$ cat src/tank_level_trend_estimator_assert.svh
// Assertion macros shared by the tank level trend estimator RTL.
// Each macro expects clk_i and rst_ni in the scope where it is used.
`ifndef TANK_LEVEL_TREND_ESTIMATOR_ASSERT_SVH
`define TANK_LEVEL_TREND_ESTIMATOR_ASSERT_SVH
`ifndef SYNTHESIS
// Checked only out of reset
`define TLTE_ASSERT(lbl, prop, msg) \
  lbl: assert property (@(posedge clk_i) disable iff (!rst_ni) prop) else $error(msg);
// Checked on every edge, reset included
`define TLTE_ASSERT_ALWAYS(lbl, prop, msg) \
  lbl: assert property (@(posedge clk_i) prop) else $error(msg);
`else
`define TLTE_ASSERT(lbl, prop, msg)
`define TLTE_ASSERT_ALWAYS(lbl, prop, msg)
`endif
`endif

$ cat src/tlte_pkg.sv
package tlte_pkg;

  // Configuration port
  localparam int unsigned CfgAw = 3;
  localparam int unsigned CfgDw = 27;

  typedef enum logic [CfgAw-1:0] {
    CFG_INTERVAL  = 3'd0,
    CFG_MIN_RAW   = 3'd1,
    CFG_MAX_RAW   = 3'd2,
    CFG_ZERO_RAW  = 3'd3,
    CFG_GAIN      = 3'd4,
    CFG_RANGE     = 3'd5,
    CFG_MIN_SLOPE = 3'd6,
    CFG_AREA      = 3'd7
  } cfg_idx_e;

  typedef enum logic [1:0] {
    ST_WARMING = 2'd0,
    ST_OK      = 2'd1,
    ST_OPEN    = 2'd2,
    ST_OVER    = 2'd3
  } status_e;

  typedef enum logic [1:0] {
    TR_UNKNOWN = 2'd0,
    TR_STEADY  = 2'd1,
    TR_FALLING = 2'd2,
    TR_RISING  = 2'd3
  } trend_e;

  typedef struct packed {
    logic [15:0] interval;
    logic [11:0] min_raw;
    logic [11:0] max_raw;
    logic [11:0] zero_raw;
    logic [23:0] gain;
    logic [15:0] range_mm;
    logic [19:0] min_slope;
    logic [26:0] area;
  } cfg_t;

  // Command from front to back; kind ST_OK is a healthy sample
  typedef struct packed {
    status_e     kind;
    logic [31:0] now;
    logic [15:0] level;
  } cmd_t;

  // Command queue depth, a power of two
  localparam int unsigned QDepth = 2;

  // Shared multiplier: multiplicand and multiplier widths
  localparam int unsigned PW = 152;
  localparam int unsigned MW = 64;

  typedef struct packed {
    logic          start;
    logic [PW-1:0] mcand;
    logic [MW-1:0] mplier;
  } mul_req_t;

  typedef struct packed {
    logic          busy;
    logic          done;
    logic [PW-1:0] product;
  } mul_rsp_t;

  // Sum and fit widths, sized for a window of up to 64 samples
  localparam int unsigned StW   = 38;
  localparam int unsigned SyW   = 22;
  localparam int unsigned StyW  = 54;
  localparam int unsigned SyyW  = 38;
  localparam int unsigned SttW  = 70;
  localparam int unsigned AW    = 80;
  localparam int unsigned BW    = 64;
  localparam int unsigned CW    = 48;
  localparam int unsigned B2W   = 128;
  localparam int unsigned NumW  = 96;
  localparam int unsigned DenW  = 112;

  localparam logic [MW-1:0] ScaleUm = 64'd1000000;
  localparam logic [6:0]    FlowMul = 7'd60;

  // Fit sequence: one shared multiply per step
  typedef enum logic [3:0] {
    OP_NSTT  = 4'd0,
    OP_STST  = 4'd1,
    OP_NSTY  = 4'd2,
    OP_STSY  = 4'd3,
    OP_NSYY  = 4'd4,
    OP_SYSY  = 4'd5,
    OP_FLR_B = 4'd6,
    OP_FLR_A = 4'd7,
    OP_BB    = 4'd8,
    OP_AC    = 4'd9,
    OP_LHS   = 4'd10,
    OP_RHS   = 4'd11,
    OP_FLOW  = 4'd12
  } mop_e;

endpackage

$ cat src/tlte_fifo.sv
`include "tank_level_trend_estimator_assert.svh"

module tlte_fifo (
  input  logic           clk_i,
  input  logic           rst_ni,
  input  logic           push_i,
  input  tlte_pkg::cmd_t cmd_i,
  output logic           full_o,
  input  logic           pop_i,
  output logic           valid_o,
  output tlte_pkg::cmd_t cmd_o
);

  localparam int unsigned PtrW = (tlte_pkg::QDepth > 1) ? $clog2(tlte_pkg::QDepth) : 1;
  localparam int unsigned CntW = $clog2(tlte_pkg::QDepth + 1);

  tlte_pkg::cmd_t mem_q [tlte_pkg::QDepth];
  logic [PtrW-1:0] wr_q;
  logic [PtrW-1:0] rd_q;
  logic [CntW-1:0] cnt_q;

  assign full_o  = (32'(cnt_q) == tlte_pkg::QDepth);
  assign valid_o = (cnt_q != '0);
  assign cmd_o   = mem_q[rd_q];

  // Store requests
  always_ff @(posedge clk_i) begin
    if (push_i) begin
      mem_q[wr_q] <= cmd_i;
    end
  end

  // Advance pointers and fill level
  always_ff @(posedge clk_i or negedge rst_ni) begin
    if (!rst_ni) begin
      wr_q  <= '0;
      rd_q  <= '0;
      cnt_q <= '0;
    end else begin
      if (push_i) begin
        wr_q <= wr_q + 1'b1;
      end
      if (pop_i) begin
        rd_q <= rd_q + 1'b1;
      end
      if (push_i && !pop_i) begin
        cnt_q <= cnt_q + 1'b1;
      end else if (pop_i && !push_i) begin
        cnt_q <= cnt_q - 1'b1;
      end
    end
  end

  `TLTE_ASSERT(a_no_overflow, push_i |-> !full_o, "request pushed into a full queue")
  `TLTE_ASSERT(a_no_underflow, pop_i |-> valid_o, "request popped from an empty queue")
  `TLTE_ASSERT_ALWAYS(a_cnt_bound, !rst_ni || 32'(cnt_q) <= tlte_pkg::QDepth, "queue count out of range")

endmodule

$ cat config.mk
export PLATFORM = sky130hd
export DESIGN_NAME = tlte_fifo
export DESIGN_NICKNAME = d
export VERILOG_FILES = /design/src/tlte_pkg.sv /design/src/tlte_fifo.sv
export VERILOG_INCLUDE_DIRS = /design/src /design/src/src
export SDC_FILE = /design/constraint.sdc
export NUM_CORES = 1
export LEC_CHECK = 0
export BUFFER_PORTS_ARGS = -buffer_cell sky130_fd_sc_hd__buf_2
export CAP_MARGIN = 0
export CORE_AREA = 2 2 98 100
export CTS_BUF_LIST = sky130_fd_sc_hd__clkbuf_8
export CTS_CLUSTER_DIAMETER = 100
export CTS_CLUSTER_SIZE = 10
export DETAILED_ROUTE_END_ITERATION = 12
export DIE_AREA = 0 0 100 102
export PLACE_DENSITY = 0.69
export SYNTH_ARGS = -nofsm -noshare
export SYNTH_HDL_FRONTEND = slang
export SYNTH_SLANG_ARGS = --single-unit
$ cat constraint.sdc
create_clock -name clk_i -period 4.8 [get_ports clk_i]
set_input_delay 0.96 -clock clk_i [delete_from_list [all_inputs] [get_ports clk_i]]
set_output_delay 0.96 -clock clk_i [all_outputs]
set_load 0.1 [all_outputs]
# ---- After elaboration in Yosys (flattened, before gate mapping)
# Memories as Yosys holds them, arrays and structs flattened.
# Cells that the tools add are included.
dict set report word_totals {
  reg_bits 4
  wordCells 19
  ram_bits 100
  memories 1
}
# name depth width read_ports rd_clocked_by_memory_dff wr line
set memory_table {}
lappend memory_table {mem_q 2 50 1 0 1 tlte_fifo.sv:17} ;# tlte_pkg::cmd_t mem_q [tlte_pkg::QDepth];
dict set report classes {
  n_reduce_logical 6
  add_sub_neg 4
  n_eq_ne 1
  mux 4
}
# operator count
set ops {}
lappend ops {{$mux W2} 2}
lappend ops {{$reduce_bool A2 Y1} 2}
lappend ops {{$add A1 B1 Y1 const B} 2}
lappend ops {{$add A2 B1 Y2 const B} 1}
lappend ops {{$eq A2 B2 Y1 const B} 1}
lappend ops {{$logic_and A1 B1 Y1} 2}
lappend ops {{$logic_not A1 Y1} 2}
lappend ops {{$mux W1} 2}
lappend ops {{$sub A2 B1 Y2 const B} 1}

# ---- Depth between registers and ports, before layout
dict set report logic_depth {
  depth_word 4
  mapped_depth 5
}

# ---- Least setup slack after synthesis
# No wires, ideal clock.
dict set report synth_path {
  path_kind {input -> register}
  start {input port push_i}
  end {memory mem_q[0][0] (netlist bit), enable pin}
  stages 1
  setup_ns 0.464
  arrival_ns 3.176
  path_buffers 0
  required_time_ns 4.336
  slack_ns 1.160
  cell_sequence {nor2b_1}
}
dict set report synth_via {
  elab_chain_len 2
}
# item line
set synth_rtl {}
lappend synth_rtl {{start: declaration} tlte_fifo.sv:6} ;# input logic push_i,
lappend synth_rtl {{$mux W1} tlte_fifo.sv:28} ;# if (push_i) begin
lappend synth_rtl {{$mux W1 (not written as such)} tlte_fifo.sv:29} ;# mem_q[wr_q] <= cmd_i;
lappend synth_rtl {{end: declaration} tlte_fifo.sv:17}
# No other way between the ends.

==> results.toml <==
[final_layout]
area_growth_pct = 19.3
drive_gt1_frac = 0.609
antenna_cells = 0
nets = 339

[sta]
drv_slew = 0
setup_viol = 0
fmax_mhz = 319
fin_crit_ns = 3.13
finalCritPeriodShare = 0.652
hold_violations = 0
relSlewSlack = 0.366
rsz0062_at_grt = "no"
tightest_slew_ns = 0.950
tns_ns = 0
skew_ns = 0.0158

[clock_network]
cts_tree = "yes"
cts.sinks = 104
clk_pin_slew_ns = 0.09
cts_max_level = 3
cts_buffers = 9
cts_resized = 0
clk_latency_ns = 0.36
clockBufferDepth = 2
cts_post_setup_buffers_inserted = 0
clockRootBuffer = "clkbuf_8"
holdBufCountCts = 0

[place]
io_buffers = 105
gp_congestion = 0.629
hpwl_mm = 4.00

[detailed_routing]
viasPerCell = 4.69
wl_mm = 6.16
first_iter_violations = 81
postRouteAntennaNets = 0
dr.pass1.iters = 4
drc = 0
vias = 1874
wl_per_cell_um = 15.4

[floorplanning]
die_y_um = 102
top_level_ports = 106
num_rows = 35
dieArea_um2 = 10200
coreArea_um2 = 9110
die_w_um = 100
initial_core_util = 0.445

[logic_synthesis]
avgSynthCellArea_um2 = 23.5
yosysWarnings = 0
synth_top_cells_by_count = "edfxtp_1 (100), mux2_4 (49), buf_12 (5), dfrtp_1 (4), xor2_1 (4)"
ys_ff_latch = 104
synth.most_common_cell = "edfxtp_1"
yosysSeqAreaShare = 0.766
synthFlopType = "edfxtp_1"
synthesis.area_um2 = 4050
yosysUniqueCellTypes = 14
yosysTopAreaCell = "edfxtp_1"
synth_cells = 172
ys_top_cells_by_area = "edfxtp_1 (74%), mux2_4 (18%), buf_12 (2.5%)"
synth_edf_count = 100
syn_nets = 227
async_flop_share = 0.0385
yosysTopAreaCellShare = 0.741

[hold_path]
holdCritPathClass = "input port to async pin"

[grt]
grt_use_total = 0.125
antenna_found_initial = 0
grt-ovfl-total = 0
grt_pass1_wl_mm = 9.36
grt_max_degree = 52
grt_pass1_vias = 1911

[setup_path]
r2r_cells = 2
required_ns = 3.84
critPathArrivalTime_ns = 2.17
crit_type = "register to output port"
endpoint_kind = "output port"
cp_max_fo = 51
start_kind = "register"

[job]
maxCapViolCount = 0

[status]
status = "completed"
-- worst max-delay path, cell delays in order, from the launching register on --
cell,delay (ns)
dfrtp_4,1.06
mux2_2,0.30
buf_2,0.42
-- layer usage --
metal	share of wire	vias to the layer above	global-route usage	wire [um]
li1	-	896	-	-
met5	0	-	0	0
met2	0.50	64	0.216	3110
met4	0.015	0	0.0537	92
met3	0.075	9	0.0472	462
met1	0.41	905	0.140	2500
-- per-stage QoR --
step / hold slack (ns) / setup WS (ns) / area [um2] / instances / util
2_1_floorplan: 0.447 / 1.16 / 4050 / 172 / -
3_3_place_gp: 0.465 / 2.03 / 4630 / 384 / 0.508
3_5_place_dp: 0.478 / 2.03 / 4630 / 384 / 0.508
4_1_cts: 0.377 / 1.61 / 4830 / 400 / 0.530
5_1_grt: 0.366 / 1.55 / 4830 / 400 / 0.530
6_report: 0.394 / 1.67 / 4830 / 400 / 0.530
-- sequential cells by signal (all words and copies together) (netlist names) --
| name | flops |
|---|---|
| mem_q | 100 |
| cnt_q | 2 |
| rd_q | 1 |
| wr_q | 1 |
-- layout make-up --
type	instances	area, um2
Tap cell	111	139
Clock inverter	7	77.6
Multi-Input combinational cell	61	841
Inverter	1	3.75
Timing Repair Buffer	107	541
Clock buffer	9	124
Sequential cell	104	3110
Fill cell	740	4280
-- cell families after synthesis --
kind of cell | Yosys count | share of synthesized area
adder cells (fa/ha/maj) | 1 | 0.00309
buffers and inverters | 7 | 0.0284
XOR/XNOR | 5 | 0.0108
multiplexers | 50 | 0.184
flip-flops | 104 | 0.766
AND/OR/NAND/NOR | 5 | 0.00711
-- final timing paths --
path	startpoint	endpoint	slack, ns
min	rst_ni	cnt_q[0]$_DFFE_PN0P_	0.39
max	rd_q$_DFFE_PN0P_	cmd_o[29]	1.67
max reg2reg	wr_q$_DFFE_PN0P_	mem_q[0][47]$_DFFE_PP_	2.94
min in group clk_i	cnt_q[1]$_DFFE_PN0P_	cnt_q[1]$_DFFE_PN0P_	0.49
max in group asynchronous	rst_ni	rd_q$_DFFE_PN0P_	4.26
min reg2reg	cnt_q[1]$_DFFE_PN0P_	cnt_q[1]$_DFFE_PN0P_	0.49
-- cell usage in the layout, fill, tap and decap left out, types with 2 or more instances in the layout --
cell type	netlist	routed
buf_2	0	105
buf_4	0	2
clkbuf_8	0	9
clkinvlp_4	0	2
dfrtp_1	4	3
edfxtp_1	100	100
inv_6	0	2
mux2_4	49	49
xor2_1	4	4
Power is left out: the tool's default activity adds up to more than one toggle a clock period on the data nets, which glitch-free logic cannot reach.
