### src/tank_level_trend_estimator_assert.svh
// Assertion macros shared by the tank level trend estimator RTL.
// Each macro expects clk_i and rst_ni in the scope where it is used.
`ifndef TANK_LEVEL_TREND_ESTIMATOR_ASSERT_SVH
`define TANK_LEVEL_TREND_ESTIMATOR_ASSERT_SVH
`ifndef SYNTHESIS
// Checked only out of reset
`define TLTE_ASSERT(lbl, prop, msg) \
  lbl: assert property (@(posedge clk_i) disable iff (!rst_ni) prop) else $error(msg);
// Checked on every edge, reset included
`define TLTE_ASSERT_ALWAYS(lbl, prop, msg) \
  lbl: assert property (@(posedge clk_i) prop) else $error(msg);
`else
`define TLTE_ASSERT(lbl, prop, msg)
`define TLTE_ASSERT_ALWAYS(lbl, prop, msg)
`endif
`endif

### src/tlte_pkg.sv
package tlte_pkg;

  // Configuration port
  localparam int unsigned CfgAw = 3;
  localparam int unsigned CfgDw = 27;

  typedef enum logic [CfgAw-1:0] {
    CFG_INTERVAL  = 3'd0,
    CFG_MIN_RAW   = 3'd1,
    CFG_MAX_RAW   = 3'd2,
    CFG_ZERO_RAW  = 3'd3,
    CFG_GAIN      = 3'd4,
    CFG_RANGE     = 3'd5,
    CFG_MIN_SLOPE = 3'd6,
    CFG_AREA      = 3'd7
  } cfg_idx_e;

  typedef enum logic [1:0] {
    ST_WARMING = 2'd0,
    ST_OK      = 2'd1,
    ST_OPEN    = 2'd2,
    ST_OVER    = 2'd3
  } status_e;

  typedef enum logic [1:0] {
    TR_UNKNOWN = 2'd0,
    TR_STEADY  = 2'd1,
    TR_FALLING = 2'd2,
    TR_RISING  = 2'd3
  } trend_e;

  typedef struct packed {
    logic [15:0] interval;
    logic [11:0] min_raw;
    logic [11:0] max_raw;
    logic [11:0] zero_raw;
    logic [23:0] gain;
    logic [15:0] range_mm;
    logic [19:0] min_slope;
    logic [26:0] area;
  } cfg_t;

  // Command from front to back; kind ST_OK is a healthy sample
  typedef struct packed {
    status_e     kind;
    logic [31:0] now;
    logic [15:0] level;
  } cmd_t;

  // Command queue depth, a power of two
  localparam int unsigned QDepth = 2;

  // Shared multiplier: multiplicand and multiplier widths
  localparam int unsigned PW = 152;
  localparam int unsigned MW = 64;

  typedef struct packed {
    logic          start;
    logic [PW-1:0] mcand;
    logic [MW-1:0] mplier;
  } mul_req_t;

  typedef struct packed {
    logic          busy;
    logic          done;
    logic [PW-1:0] product;
  } mul_rsp_t;

  // Sum and fit widths, sized for a window of up to 64 samples
  localparam int unsigned StW   = 38;
  localparam int unsigned SyW   = 22;
  localparam int unsigned StyW  = 54;
  localparam int unsigned SyyW  = 38;
  localparam int unsigned SttW  = 70;
  localparam int unsigned AW    = 80;
  localparam int unsigned BW    = 64;
  localparam int unsigned CW    = 48;
  localparam int unsigned B2W   = 128;
  localparam int unsigned NumW  = 96;
  localparam int unsigned DenW  = 112;

  localparam logic [MW-1:0] ScaleUm = 64'd1000000;
  localparam logic [6:0]    FlowMul = 7'd60;

  // Fit sequence: one shared multiply per step
  typedef enum logic [3:0] {
    OP_NSTT  = 4'd0,
    OP_STST  = 4'd1,
    OP_NSTY  = 4'd2,
    OP_STSY  = 4'd3,
    OP_NSYY  = 4'd4,
    OP_SYSY  = 4'd5,
    OP_FLR_B = 4'd6,
    OP_FLR_A = 4'd7,
    OP_BB    = 4'd8,
    OP_AC    = 4'd9,
    OP_LHS   = 4'd10,
    OP_RHS   = 4'd11,
    OP_FLOW  = 4'd12
  } mop_e;

endpackage

### src/tlte_mul.sv
module tlte_mul (
  input  logic               clk_i,
  input  logic               rst_ni,
  input  tlte_pkg::mul_req_t req_i,
  output tlte_pkg::mul_rsp_t rsp_o
);

  logic                    busy_q;
  logic [tlte_pkg::PW-1:0] acc_q;
  logic [tlte_pkg::PW-1:0] mc_q;
  logic [tlte_pkg::MW-1:0] mp_q;

  // Done once the multiplier has no set bits left
  assign rsp_o.busy    = busy_q;
  assign rsp_o.done    = busy_q && (mp_q == '0);
  assign rsp_o.product = acc_q;

  always_ff @(posedge clk_i or negedge rst_ni) begin
    if (!rst_ni) begin
      busy_q <= 1'b0;
    end else if (req_i.start) begin
      busy_q <= 1'b1;
    end else if (rsp_o.done) begin
      busy_q <= 1'b0;
    end
  end

  // Shift-add, one multiplier bit a cycle
  always_ff @(posedge clk_i) begin
    if (req_i.start) begin
      acc_q <= '0;
      mc_q  <= req_i.mcand;
      mp_q  <= req_i.mplier;
    end else if (busy_q && (mp_q != '0)) begin
      if (mp_q[0]) begin
        acc_q <= acc_q + mc_q;
      end
      mc_q <= mc_q << 1;
      mp_q <= mp_q >> 1;
    end
  end

endmodule

### config.mk
export PLATFORM = sky130hd
export DESIGN_NAME = tlte_mul
export DESIGN_NICKNAME = d
export VERILOG_FILES = /design/src/tank_level_trend_estimator_assert.svh /design/src/tlte_pkg.sv /design/src/tlte_mul.sv
export SDC_FILE = /design/constraint.sdc
export NUM_CORES = 1
export LEC_CHECK = 0
export BUFFER_PORTS_ARGS = -buffer_cell sky130_fd_sc_hd__buf_2
export CORE_AREA = 5 5 331 236
export DETAILED_ROUTE_END_ITERATION = 16
export DIE_AREA = 0 0 336 241
export PLACE_DENSITY = 0.56
export SLEW_MARGIN = 10
export SYNTH_ARGS = -nofsm -noshare
export SYNTH_HDL_FRONTEND = slang
export SYNTH_SLANG_ARGS = --single-unit
### constraint.sdc
create_clock -name clk_i -period 6.15 [get_ports clk_i]
set_input_delay 0.615 -clock clk_i [delete_from_list [all_inputs] [get_ports clk_i]]
set_output_delay 0.615 -clock clk_i [all_outputs]
set_load 0.05 [all_outputs]
======== Word level (Yosys, flattened, before mapping) ========
Cells that the tools add are included.
word-level totals
  register bits after elaboration ......... 369
  latch bits .............................. 0
  memory bits (writable) .................. 0
  ROM bits ................................ 0
  input bits .............................. 219
  output and inout port bits .............. 154
  word-level logic and storage cells ...... 18
  memories ................................ 0
cells by class
  add/subtract/negate cells ............... 1
  multiply operators ...................... 0
  div/mod/pow operators ................... 0
  order comparisons ....................... 0
  equality and inequality tests ........... 0
  shift operators ......................... 0
  mux-type cells .......................... 6
  bitwise operators ....................... 0
  reduce and logical (&&, ||, !) cells .... 7
operators by type and width
  kind                count
  $mux 152            2
  $add 152x152->152   1
  $mux 64             2
  $logic_not 64->1    1
  $reduce_bool 64->1  1
  $reduce_bool 2->1   2
  $logic_and 1x1->1   2
  $mux 1              2
  $reduce_and 2->1    1

======== Depth between registers and ports, before layout ========
  word-level depth ........................ 4
  mapped depth ............................ 13
  gate-level depth less buffers ........... 13

======== Worst setup path after synthesis ========
OpenSTA, ideal clock, no wires.
  path kind ............................... in2reg
  start ................................... input req_i[216] (netlist name)
  end ..................................... register mc_q[0] (netlist name), enable pin
  library setup time ...................... 0.487 ns
  arrival ................................. 3.915 ns
  data required time ...................... 5.663 ns
  slack ................................... 1.748 ns
  stages .................................. 4
  buffers on the path ..................... 3
  path through ............................ buf_6 -> clkbuf_1 -> clkbuf_1 -> or2_2
between the ends
  cells in the longest elaborated chain, start to end .. 1
RTL lines
  item                         RTL line        source
  from (decl)                  tlte_mul.sv:4   input tlte_pkg::mul_req_t req_i,
  $reduce_bool 2->1 (no line)  -
  to (signal assigned)         tlte_mul.sv:32  mc_q <= req_i.mcand;
  to (signal assigned)         tlte_mul.sv:38  mc_q <= mc_q << 1;
  to (decl)                    tlte_mul.sv:10  logic [tlte_pkg::PW-1:0] mc_q;
Every way passes these cells.
A chain may end at the register's enable or synchronous reset.

======== Worst setup path in the final report ========
  start ................................... register mc_q[23] (netlist name)
  end ..................................... register acc_q[108] (netlist name)
between the ends
  cells in the longest elaborated chain, start to end .. 1
RTL lines
  item                  RTL line        source
  $add 152x152->152     tlte_mul.sv:36  acc_q <= acc_q + mc_q;
  to (signal assigned)  tlte_mul.sv:36
  to (decl)             tlte_mul.sv:9   logic [tlte_pkg::PW-1:0] acc_q;
Every way passes these cells.

==> qor.csv <==
metric,value,unit
outcome,"finished, final reports clean",
Final Worst Setup Slack,1.91,ns
Final Util,0.393,
"Avg Cell Area, Syn",8.94,um^2
Chip Width,336,um
FMAX,236,MHz
DRT Wirelength,92800,um
Clock H-tree levels,2,
Num Clock Sinks,369,
"Primary FF master, synth",edfxtp_1,
I/O pin cnt,373,
Yosys top cell area share,0.259,
Reg2Reg Depth,11,
crit-path max cell delay,0.76,ns
crit end category,flip-flop,
most frequent CP cell,o21ai_0,
initial core utilization,0.337,
hold endpoint,mc_q[0],
gr ovfl total,0,
root cell of the clock tree,clkbuf_16,
Max VDD drop,0.181,mV
Post-synth ARST share,0.00271,
YS warnings,0,
Worst slew margin,0.372,
dpl hpwl,72300,um
crit path launch type,flip-flop,
Initial DRC Count,2603,
"top cells by area, synth","edfxtp_1 26%, dfxtp_1 12%, mux2_2 9.6%",
CTS tree,yes,
GRT Resource Usage Total,0.219,
# DRC,0,
final count of negative-setup-slack endpoints,0,
die height,241,um
vias in the first global route,21900,
die area,81000,um^2
sequential share of the synthesized area,0.381,
Syn-to-layout area delta,16.6,%
library cells used by synthesis,89,
Cell Count Post-Placement,4033,
Final Hold Viols,0,
largest net degree at the start of global routing,138,
"Slowest-stage cell, CP",a211oi_1,
Worst EP required,6.67,ns
critical path arrival,4.76,ns
crit-path max FO,9,
post-CTS setup buffers,0,
crit path kind,flip-flop to flip-flop,
max-cap viol count,0,
global placement routability congestion,0.980,
Syn Inst Count,2806,
Max Buffers Root-to-Sink,3,
Worst-Skew Late Latency,0.60,ns
Final min period,4.24,ns
layout cells sized above 1,0.232,
number of non-filler instances in the completed layout,4117,
DRT Pass-1 Iters,8,
max-slew violations,0,
PD cells,407,nW/um^2
synth cell count leaders,"387 x nand2_1, 356 x a21oi_1, 216 x edfxtp_1",
R2R Setup Slk,1.91,ns
clock skew,0.0218,ns
clock-pin slew on the worst setup and hold paths,0.07,ns
cell with the most instances after synthesis,nand2_1,
Mapped Nets,3177,
Yosys top cell by area,edfxtp_1,
pre-CTS WS,1.99,ns
worst reg2reg startpoint,mc_q[23],
number of nets in the layout,3461,
TNS Setup,0,ns
HP Class,input pin to flip-flop,
drt via density,5.64,
mapped cell area,25100,um^2
Lkg Pwr,11.8,nW
final clock period utilization by the worst path,0.689,
Num CTS Buffers,43,
total number of vias,23200,
Final ANT Viol Nets,0,
total power,0.0119,W
routed len/inst,22.5,um
Hold Startpoint,req_i[64],
first-pass GRT wire length,137000,um
CP cell instances,ha_1 > nand4_1 > or3_1 > o221ai_1 > o21ai_0 > a211oi_1 > o21ai_0 > o21bai_1 > a21boi_0 > xor2_1 > o21ai_0,
IO Port Bufs,372,
Rows,84,
CTS-repair resized insts,0,
"EDFF count, synth",216,
worst-margin pin slew,0.942,ns
antenna violations before repair,14,
Core Footprint,74400,um^2
worst hold path cell count,2,
reg2reg end,acc_q[108],
Yosys reg bits,369,
unrepaired setup endpoints after global routing,no,
==> metrics by stage <==
stage | cell area (um^2) | hold WS (ns)
after floorplan | 25100 | 0.319
after global placement | 27700 | 0.390
after detailed placement | 27700 | 0.390
after CTS | 29200 | 0.264
after global routing | 29200 | 0.282
final | 29200 | 0.312
==> state kept, by name (all words and copies together), names as in the netlist <==
signal and cells:
mc_q 152, busy_q 1, acc_q 152, mp_q 64
==> layer usage <==
metal | part of all wire | track usage | vias up
li1 | - | - | 11100
met1 | 0.49 | 0.336 | 11200
met2 | 0.39 | 0.304 | 902
met3 | 0.098 | 0.0633 | 110
met4 | 0.019 | 0.0439 | 14
met5 | 0.00097 | 0 | -
==> worst max path at each step <==
| stage | to | slack [ns] | from | cells past startpoint |
|---|---|---|---|---|
| floorplan | mc_q[0] | 1.75 | req_i[216] | 4 |
| global placement | acc_q[109] | 1.98 | mp_q[61] | 9 |
| detailed placement | acc_q[109] | 1.99 | mp_q[61] | 9 |
| CTS | acc_q[109] | 1.95 | mp_q[61] | 9 |
| global route | acc_q[109] | 1.64 | mc_q[1] | 12 |
| finish | acc_q[108] | 1.91 | mc_q[23] | 11 |
==> power by group <==
group | internal, W | switching [W] | total, W | leakage, nW
Clock | 0.00161 | 0.00117 | 0.00278 | 0.730
Sequential | 0.00306 | 0.000375 | 0.00344 | 3.55
Combinational | 0.00178 | 0.00391 | 0.00570 | 7.53
Total | 0.00645 | 0.00546 | 0.0119 | 11.8
==> worst max-delay path, delay by kind of cell (launching register included) <==
family	cells	cell delay (ns)
AO/OA/AOI/OAI	7	2.43
flip-flops	1	0.40
adder cells (fa/ha/maj)	1	0.47
XOR/XNOR	1	0.18
AND/OR/NAND/NOR	2	0.68
==> layout make-up <==
type	instances	area [um^2]
Sequential cell	369	9550
Clock inverter	26	293
Clock buffer	54	1200
Multi-Input combinational cell	2230	14700
Fill cell	7609	45200
Timing Repair Buffer	390	2050
Inverter	56	210
Tap cell	989	1240
Antenna cell	3	7.51
==> layout by cell type, fill, tap and decap left out, types with 19 or more instances in the layout <==
cell type    n
xor2_1      46
a21oi_1    356
nand2_1    385
nor4_1      36
nand3_1     48
and3_1      19
or3_1       25
xnor2_1     53
buf_2      371
a21o_1      49
o21a_1      19
nor3_1      50
edfxtp_1   216
a31oi_1     23
nand4_1     88
o21bai_1    44
mux2_2     214
o21ai_0    193
inv_1       55
ha_1       151
a21boi_0    19
a211oi_1    23
dfxtp_1    152
clkbuf_16   45
nor2_1     166
==> repair_timing <==
item,in CTS,in global routing
endpoints found under the hold margin,1,0
hold buffers,1,0
endpoints found under the setup margin,0,0
==> cells by family after synthesis <==
group | share of synthesized area
compound gates | 0.209
fa+ha+maj | 0.0761
mux | 0.0969
xor+xnor | 0.0346
simple gates | 0.168
buf+inv | 0.0341
flops | 0.381
No activity file was read; power rests on OpenSTA's default activity.
