--- src/tank_level_trend_estimator_assert.svh ---
// Assertion macros shared by the tank level trend estimator RTL.
// Each macro expects clk_i and rst_ni in the scope where it is used.
`ifndef TANK_LEVEL_TREND_ESTIMATOR_ASSERT_SVH
`define TANK_LEVEL_TREND_ESTIMATOR_ASSERT_SVH
`ifndef SYNTHESIS
// Checked only out of reset
`define TLTE_ASSERT(lbl, prop, msg) \
  lbl: assert property (@(posedge clk_i) disable iff (!rst_ni) prop) else $error(msg);
// Checked on every edge, reset included
`define TLTE_ASSERT_ALWAYS(lbl, prop, msg) \
  lbl: assert property (@(posedge clk_i) prop) else $error(msg);
`else
`define TLTE_ASSERT(lbl, prop, msg)
`define TLTE_ASSERT_ALWAYS(lbl, prop, msg)
`endif
`endif

--- src/tlte_pkg.sv ---
package tlte_pkg;

  // Configuration port
  localparam int unsigned CfgAw = 3;
  localparam int unsigned CfgDw = 27;

  typedef enum logic [CfgAw-1:0] {
    CFG_INTERVAL  = 3'd0,
    CFG_MIN_RAW   = 3'd1,
    CFG_MAX_RAW   = 3'd2,
    CFG_ZERO_RAW  = 3'd3,
    CFG_GAIN      = 3'd4,
    CFG_RANGE     = 3'd5,
    CFG_MIN_SLOPE = 3'd6,
    CFG_AREA      = 3'd7
  } cfg_idx_e;

  typedef enum logic [1:0] {
    ST_WARMING = 2'd0,
    ST_OK      = 2'd1,
    ST_OPEN    = 2'd2,
    ST_OVER    = 2'd3
  } status_e;

  typedef enum logic [1:0] {
    TR_UNKNOWN = 2'd0,
    TR_STEADY  = 2'd1,
    TR_FALLING = 2'd2,
    TR_RISING  = 2'd3
  } trend_e;

  typedef struct packed {
    logic [15:0] interval;
    logic [11:0] min_raw;
    logic [11:0] max_raw;
    logic [11:0] zero_raw;
    logic [23:0] gain;
    logic [15:0] range_mm;
    logic [19:0] min_slope;
    logic [26:0] area;
  } cfg_t;

  // Command from front to back; kind ST_OK is a healthy sample
  typedef struct packed {
    status_e     kind;
    logic [31:0] now;
    logic [15:0] level;
  } cmd_t;

  // Command queue depth, a power of two
  localparam int unsigned QDepth = 2;

  // Shared multiplier: multiplicand and multiplier widths
  localparam int unsigned PW = 152;
  localparam int unsigned MW = 64;

  typedef struct packed {
    logic          start;
    logic [PW-1:0] mcand;
    logic [MW-1:0] mplier;
  } mul_req_t;

  typedef struct packed {
    logic          busy;
    logic          done;
    logic [PW-1:0] product;
  } mul_rsp_t;

  // Sum and fit widths, sized for a window of up to 64 samples
  localparam int unsigned StW   = 38;
  localparam int unsigned SyW   = 22;
  localparam int unsigned StyW  = 54;
  localparam int unsigned SyyW  = 38;
  localparam int unsigned SttW  = 70;
  localparam int unsigned AW    = 80;
  localparam int unsigned BW    = 64;
  localparam int unsigned CW    = 48;
  localparam int unsigned B2W   = 128;
  localparam int unsigned NumW  = 96;
  localparam int unsigned DenW  = 112;

  localparam logic [MW-1:0] ScaleUm = 64'd1000000;
  localparam logic [6:0]    FlowMul = 7'd60;

  // Fit sequence: one shared multiply per step
  typedef enum logic [3:0] {
    OP_NSTT  = 4'd0,
    OP_STST  = 4'd1,
    OP_NSTY  = 4'd2,
    OP_STSY  = 4'd3,
    OP_NSYY  = 4'd4,
    OP_SYSY  = 4'd5,
    OP_FLR_B = 4'd6,
    OP_FLR_A = 4'd7,
    OP_BB    = 4'd8,
    OP_AC    = 4'd9,
    OP_LHS   = 4'd10,
    OP_RHS   = 4'd11,
    OP_FLOW  = 4'd12
  } mop_e;

endpackage

--- src/tlte_front.sv ---
module tlte_front #(
  parameter int unsigned ADC_BITS = 12
) (
  input  logic             clk_i,
  input  logic             rst_ni,
  input  tlte_pkg::cfg_t   cfg_i,
  input  logic             in_valid_i,
  output logic             in_ready_o,
  input  logic [31:0]      now_ms_i,
  input  logic [11:0]      raw_i,
  input  logic             full_i,
  output logic             push_o,
  output tlte_pkg::cmd_t   cmd_o
);

  localparam int unsigned MaskBits = (ADC_BITS < 12) ? ADC_BITS : 12;
  localparam logic [11:0] RawMask = 12'((64'd1 << MaskBits) - 64'd1);

  logic [31:0] last_q;
  logic [31:0] elapsed;
  logic        due;
  logic        accept;
  logic [11:0] raw_m;
  logic [11:0] diff;
  logic [35:0] scaled;
  logic [19:0] lvl_raw;
  logic [15:0] lvl;

  // Take a request whenever the queue has room
  assign in_ready_o = !full_i;
  assign accept     = in_valid_i && in_ready_o;

  // Drop ticks that come before the interval has passed
  assign elapsed = now_ms_i - last_q;
  assign due     = elapsed >= {16'd0, cfg_i.interval};
  assign push_o  = accept && due;

  // Scale the count to millimetres and clamp
  assign raw_m   = raw_i & RawMask;
  assign diff    = raw_m - cfg_i.zero_raw;
  assign scaled  = 36'(diff) * 36'(cfg_i.gain);
  assign lvl_raw = scaled[35:16];

  always_comb begin
    if (raw_m <= cfg_i.zero_raw) begin
      lvl = '0;
    end else if (lvl_raw > {4'd0, cfg_i.range_mm}) begin
      lvl = cfg_i.range_mm;
    end else begin
      lvl = lvl_raw[15:0];
    end
  end

  // Classify against the healthy window
  always_comb begin
    cmd_o.now   = now_ms_i;
    cmd_o.level = lvl;
    if (raw_m < cfg_i.min_raw) begin
      cmd_o.kind = tlte_pkg::ST_OPEN;
    end else if (raw_m > cfg_i.max_raw) begin
      cmd_o.kind = tlte_pkg::ST_OVER;
    end else begin
      cmd_o.kind = tlte_pkg::ST_OK;
    end
  end

  // Hold the time of the last sample taken
  always_ff @(posedge clk_i or negedge rst_ni) begin
    if (!rst_ni) begin
      last_q <= '0;
    end else if (push_o) begin
      last_q <= now_ms_i;
    end
  end

endmodule

--- config.mk ---
export PLATFORM = sky130hd
export DESIGN_NAME = tlte_front
export DESIGN_NICKNAME = d
export VERILOG_FILES = /design/src/tank_level_trend_estimator_assert.svh /design/src/tlte_pkg.sv /design/src/tlte_front.sv
export SDC_FILE = /design/constraint.sdc
export NUM_CORES = 1
export LEC_CHECK = 0
export BUFFER_PORTS_ARGS = -buffer_cell sky130_fd_sc_hd__buf_2
export CAP_MARGIN = 20
export CORE_AREA = 10 10 167 247
export CTS_CLUSTER_DIAMETER = 150
export CTS_CLUSTER_SIZE = 12
export DETAILED_ROUTE_END_ITERATION = 10
export DIE_AREA = 0 0 177 257
export PLACE_DENSITY = 0.66
export RECOVER_POWER = 100
export REMOVE_ABC_BUFFERS = 1
export SKIP_CTS_REPAIR_TIMING = 1
export SLEW_MARGIN = 0
export SYNTH_ARGS = -nofsm -noshare
export SYNTH_HDL_FRONTEND = slang
export SYNTH_SLANG_ARGS = --single-unit
--- constraint.sdc ---
create_clock -name clk_i -period 27.2 [get_ports clk_i]
set_input_delay 2.72 -clock clk_i [delete_from_list [all_inputs] [get_ports clk_i]]
set_output_delay 2.72 -clock clk_i [all_outputs]
set_load 0.05 [all_outputs]
Yosys cells after proc, flatten, opt, wreduce, memory -nomap -nowiden --
Index checks and enable logic that the tools add are counted.
Word-level totals: input bits 187, logic and storage cells 16, bits in registers 32, output and inout bits 52
Cells by class: multiply operators 1, $lt $le $gt $ge 5, reduce and logical (&&, ||, !) cells 3, $add $sub $neg 2, mux-type cells 4
Operators with widths (number):
- multiplier 12 x 24 -> 36 bit | 1
- greater-or-equal comparator 32 x 16 -> 1 bit | 1
- two-way mux 16 bit | 2
- subtractor 32 bit | 1
- > comparator 20 x 16 -> 1 bit | 1
- > comparator 12 bit | 1
- less-or-equal comparator 12 bit | 1
- < comparator 12 bit | 1
- subtractor 12 bit | 1
- two-way mux 2 bit | 2
- logical AND 1 bit | 2
- logical NOT 1 bit | 1

Longest topological paths before layout --
depth after elaboration 5, gate-level depth with buffers 46, depth with buffers taken out 43

Worst setup path after synthesis --
Ideal clock, no wire load.
path type in2out, from in cfg_i[88] in the netlist's numbering, to out cmd_o[15] in the netlist's numbering, stages 42, path slack 12181 ps, buffers on the path 2, required time 24480 ps, arrival time 12299 ps, path through inv_1 ha_1 nor2b_1 o21ai_0 a21boi_1 o21ai_0 a21boi_0 o21ai_1 a21oi_1 a211oi_1 or3_1 clkbuf_1 buf_2 mux2i_1 fa_1 fa_1 fa_1 fa_1 (+6 left out) a32o_1 a31oi_4 o31a_1 nand2_1 a21oi_1 o21bai_1 xor2_1 ha_1 a21o_1 a21oi_1 nor2b_1 o22ai_1 nand3_1 a21oi_1 o221ai_1 nor4_2 nand2_1 a211oi_1
RTL lines:
- start: declaration | line tlte_front.sv:6 | input tlte_pkg::cfg_t cfg_i,
- end: declaration | line tlte_front.sv:13 | output tlte_pkg::cmd_t cmd_o

==> run summary <==
Area Growth Syn to Fin - 7.81%
Routability cong. - 0.870
TritonCTS buffer count - 5
R2R Setup Slk - 21.16 ns
I/O pin count - 239
Max Freq - 59.0 MHz
Crit-path max cell delay - 1.27 ns
First-pass GRT wire length - 63.9 mm
Routed Antenna Nets - 0
Via-to-Cell Ratio - 5.21
Die Span Y - 257 um
PortBufs - 191
Drc violations - 0
Routed vias - 12232
Pin count of the biggest net entering global routing - 51
Register bit total from synthesis - 32
Worst slack, placed - 11.41 ns
FILL cells - 3761
Synthesized area per cell - 8.32 um2
Mapped cell area - 0.0145 mm2
Final setup viols - 0
Site row count - 86
Slew HR - -31.3%
Iter 0 DRT Violations - 547
WP data arrival - 14.23 ns
Overall Global Routing Usage - 17.0%
Total die area - 0.0455 mm2
Run status - complete, but fails checks
DPL Wire Length - 31.7 mm
YS warnings - 0
Crit Path Class - primary input to output pin
Worst path slowest cell - clkbuf_1
Worst min path class - flop to flop
Regs by FF count - last_q: 32 flops
Share of flip-flops with an asynchronous set or reset - 100%
Top FF cell, synth - dfrtp_1
Maximum clock path buffer count - 2
Post-Route Setup TNS - 0 ns
Avg WL per Cell - 16.4 um
Pre-Repair DR Iteration Count - 5
Footprint of the multi-input gates - 0.0117 mm2
RSZ-0062 raised after global routing - no
Tmin final - 16.95 ns
Critical path's most frequent cell - fa_1
Total grt overflow - 0
Initial antenna violation count - 11
Max FFs per register - 32
Max-cap viol count - 3
Biggest register - last_q
Initial core utilization - 39.5%
Failing checks - capacitance limit, slew limit
Total Nets Final - 2431
Clock skew - 0.00445 ns
Final worst slack - 10.25 ns
Post-synth EDFFs - 0
Sequential fraction of the synthesis area - 5.52%
CTS tree - built
Syn Inst Count - 1743
Clock-pin slew on the worst setup and hold paths - 0.05 ns
Core area - 0.0367 mm2
Critical-path maximum fanout - 24
Netlist cell types - 71
Crit path max-delay family - compound AO/OA/AOI/OAI gates
CTS Root Cell - clkbuf_16
Die width - 177 um
Final hold viol count - 0
Worst skew pair latency - 0.28 ns
Routed WL - 38.6 mm
Pins Over Slew Limit - 92
Final Cycle Share - 62.3%
FF+latch area - 801 um2
H-Tree Depth - 2
Sink Count - 32
Startpoint Class - primary input
Setup crit end kind - output pin
Worst slew pin tran - 1.97 ns
Crit path buffers/inverters - 5
Vias in the first global route - 13453
CP Data Required Time - 24.48 ns
Layout cells sized above 1 - 10.2%
final timing paths:
kind                               to  cells after the start  startpoint
hold / removal             last_q[17]                      1  last_q[17]
setup reg to reg           last_q[12]                     21   last_q[1]
max in group asynchronous   last_q[6]                      1      rst_ni
min in group asynchronous  last_q[22]                      1      rst_ni
setup / recovery             cmd_o[0]                     42   cfg_i[88]
hold reg to reg            last_q[17]                      1  last_q[17]
final cells by class:
| class | instances | share of cell area (%) |
|---|---|---|
| Inverter | 360 | 8.65 |
| Timing Repair Buffer | 207 | 6.47 |
| Tap cell | 484 | 3.88 |
| Clock buffer | 7 | 0.913 |
| Multi-Input combinational cell | 1249 | 74.8 |
| Clock inverter | 1 | 0.0480 |
| Sequential cell | 32 | 5.12 |
| Antenna cell | 6 | 0.0961 |
cells by family after synthesis:
logic type	share of synthesized area, %
XOR/XNOR	2.84
adder cells (fa/ha/maj)	45.0
flip-flops	5.52
AO/OA/AOI/OAI	11.8
multiplexers	5.24
AND/OR/NAND/NOR	16.3
buffers and inverters	13.2
cell usage in the layout, fill, tap and decap left out, drive strengths merged, types with 5 or more instances in the layout:
cell type    n
nor2        31
o21a        13
nand3       25
nor2b        7
mux2i       20
o21ai       57
and4         5
inv        360
nor4         6
a31oi        7
a21o        37
clkbuf      55
fa         221
or3          6
dfrtp       32
o211ai       9
xor2        24
diode        6
mux2        40
and2        68
a211oi      15
nand2b      50
buf        159
a21oi       77
ha         168
o21bai      10
and3         6
nand4       17
xnor2       23
nand2      248
nor3        14
Yosys cell counts (14+ instances only):
master / count / area (um2)
nor2_1: 31 / 116
mux2i_1: 20 / 200
inv_1: 359 / 1350
and2_1: 68 / 425
nor3_1: 14 / 70.1
mux2_4: 29 / 435
a21oi_1: 76 / 380
dfrtp_1: 32 / 801
nand3_1: 25 / 125
nand4_1: 17 / 106
clkbuf_1: 59 / 221
o21ai_0: 34 / 170
xor2_1: 24 / 210
nand2_1: 247 / 927
a211oi_1: 14 / 105
buf_4: 32 / 240
nand2b_1: 50 / 313
xnor2_1: 23 / 201
ha_1: 168 / 2100
a21o_1: 37 / 278
fa_1: 221 / 4420
o21ai_1: 22 / 110
metrics by stage:
stage / instances / hold slack [ns] / cell area (um2) / utilization, %
floorplan: 1641 / 0.458 / 13900 / -
detailed placement: 2330 / 0.480 / 15600 / 42.6
finish: 2346 / 0.481 / 15600 / 42.6
global placement: 2330 / 0.470 / 15600 / 42.6
CTS: 2338 / 0.493 / 15800 / 43.0
global route: 2345 / 0.496 / 15600 / 42.6
metal layers:
layer / track usage (%) / vias to the layer above / share of wire [%]
li1: - / 5721 / -
met1: 16.8 / 6068 / 35
met2: 33.8 / 320 / 56
met3: 1.98 / 113 / 3.7
met4: 7.63 / 10 / 4.7
met5: 0 / - / 0.12
Power is left out: the tool's default activity adds up to more than one toggle a clock period on the data nets, which glitch-free logic cannot reach.
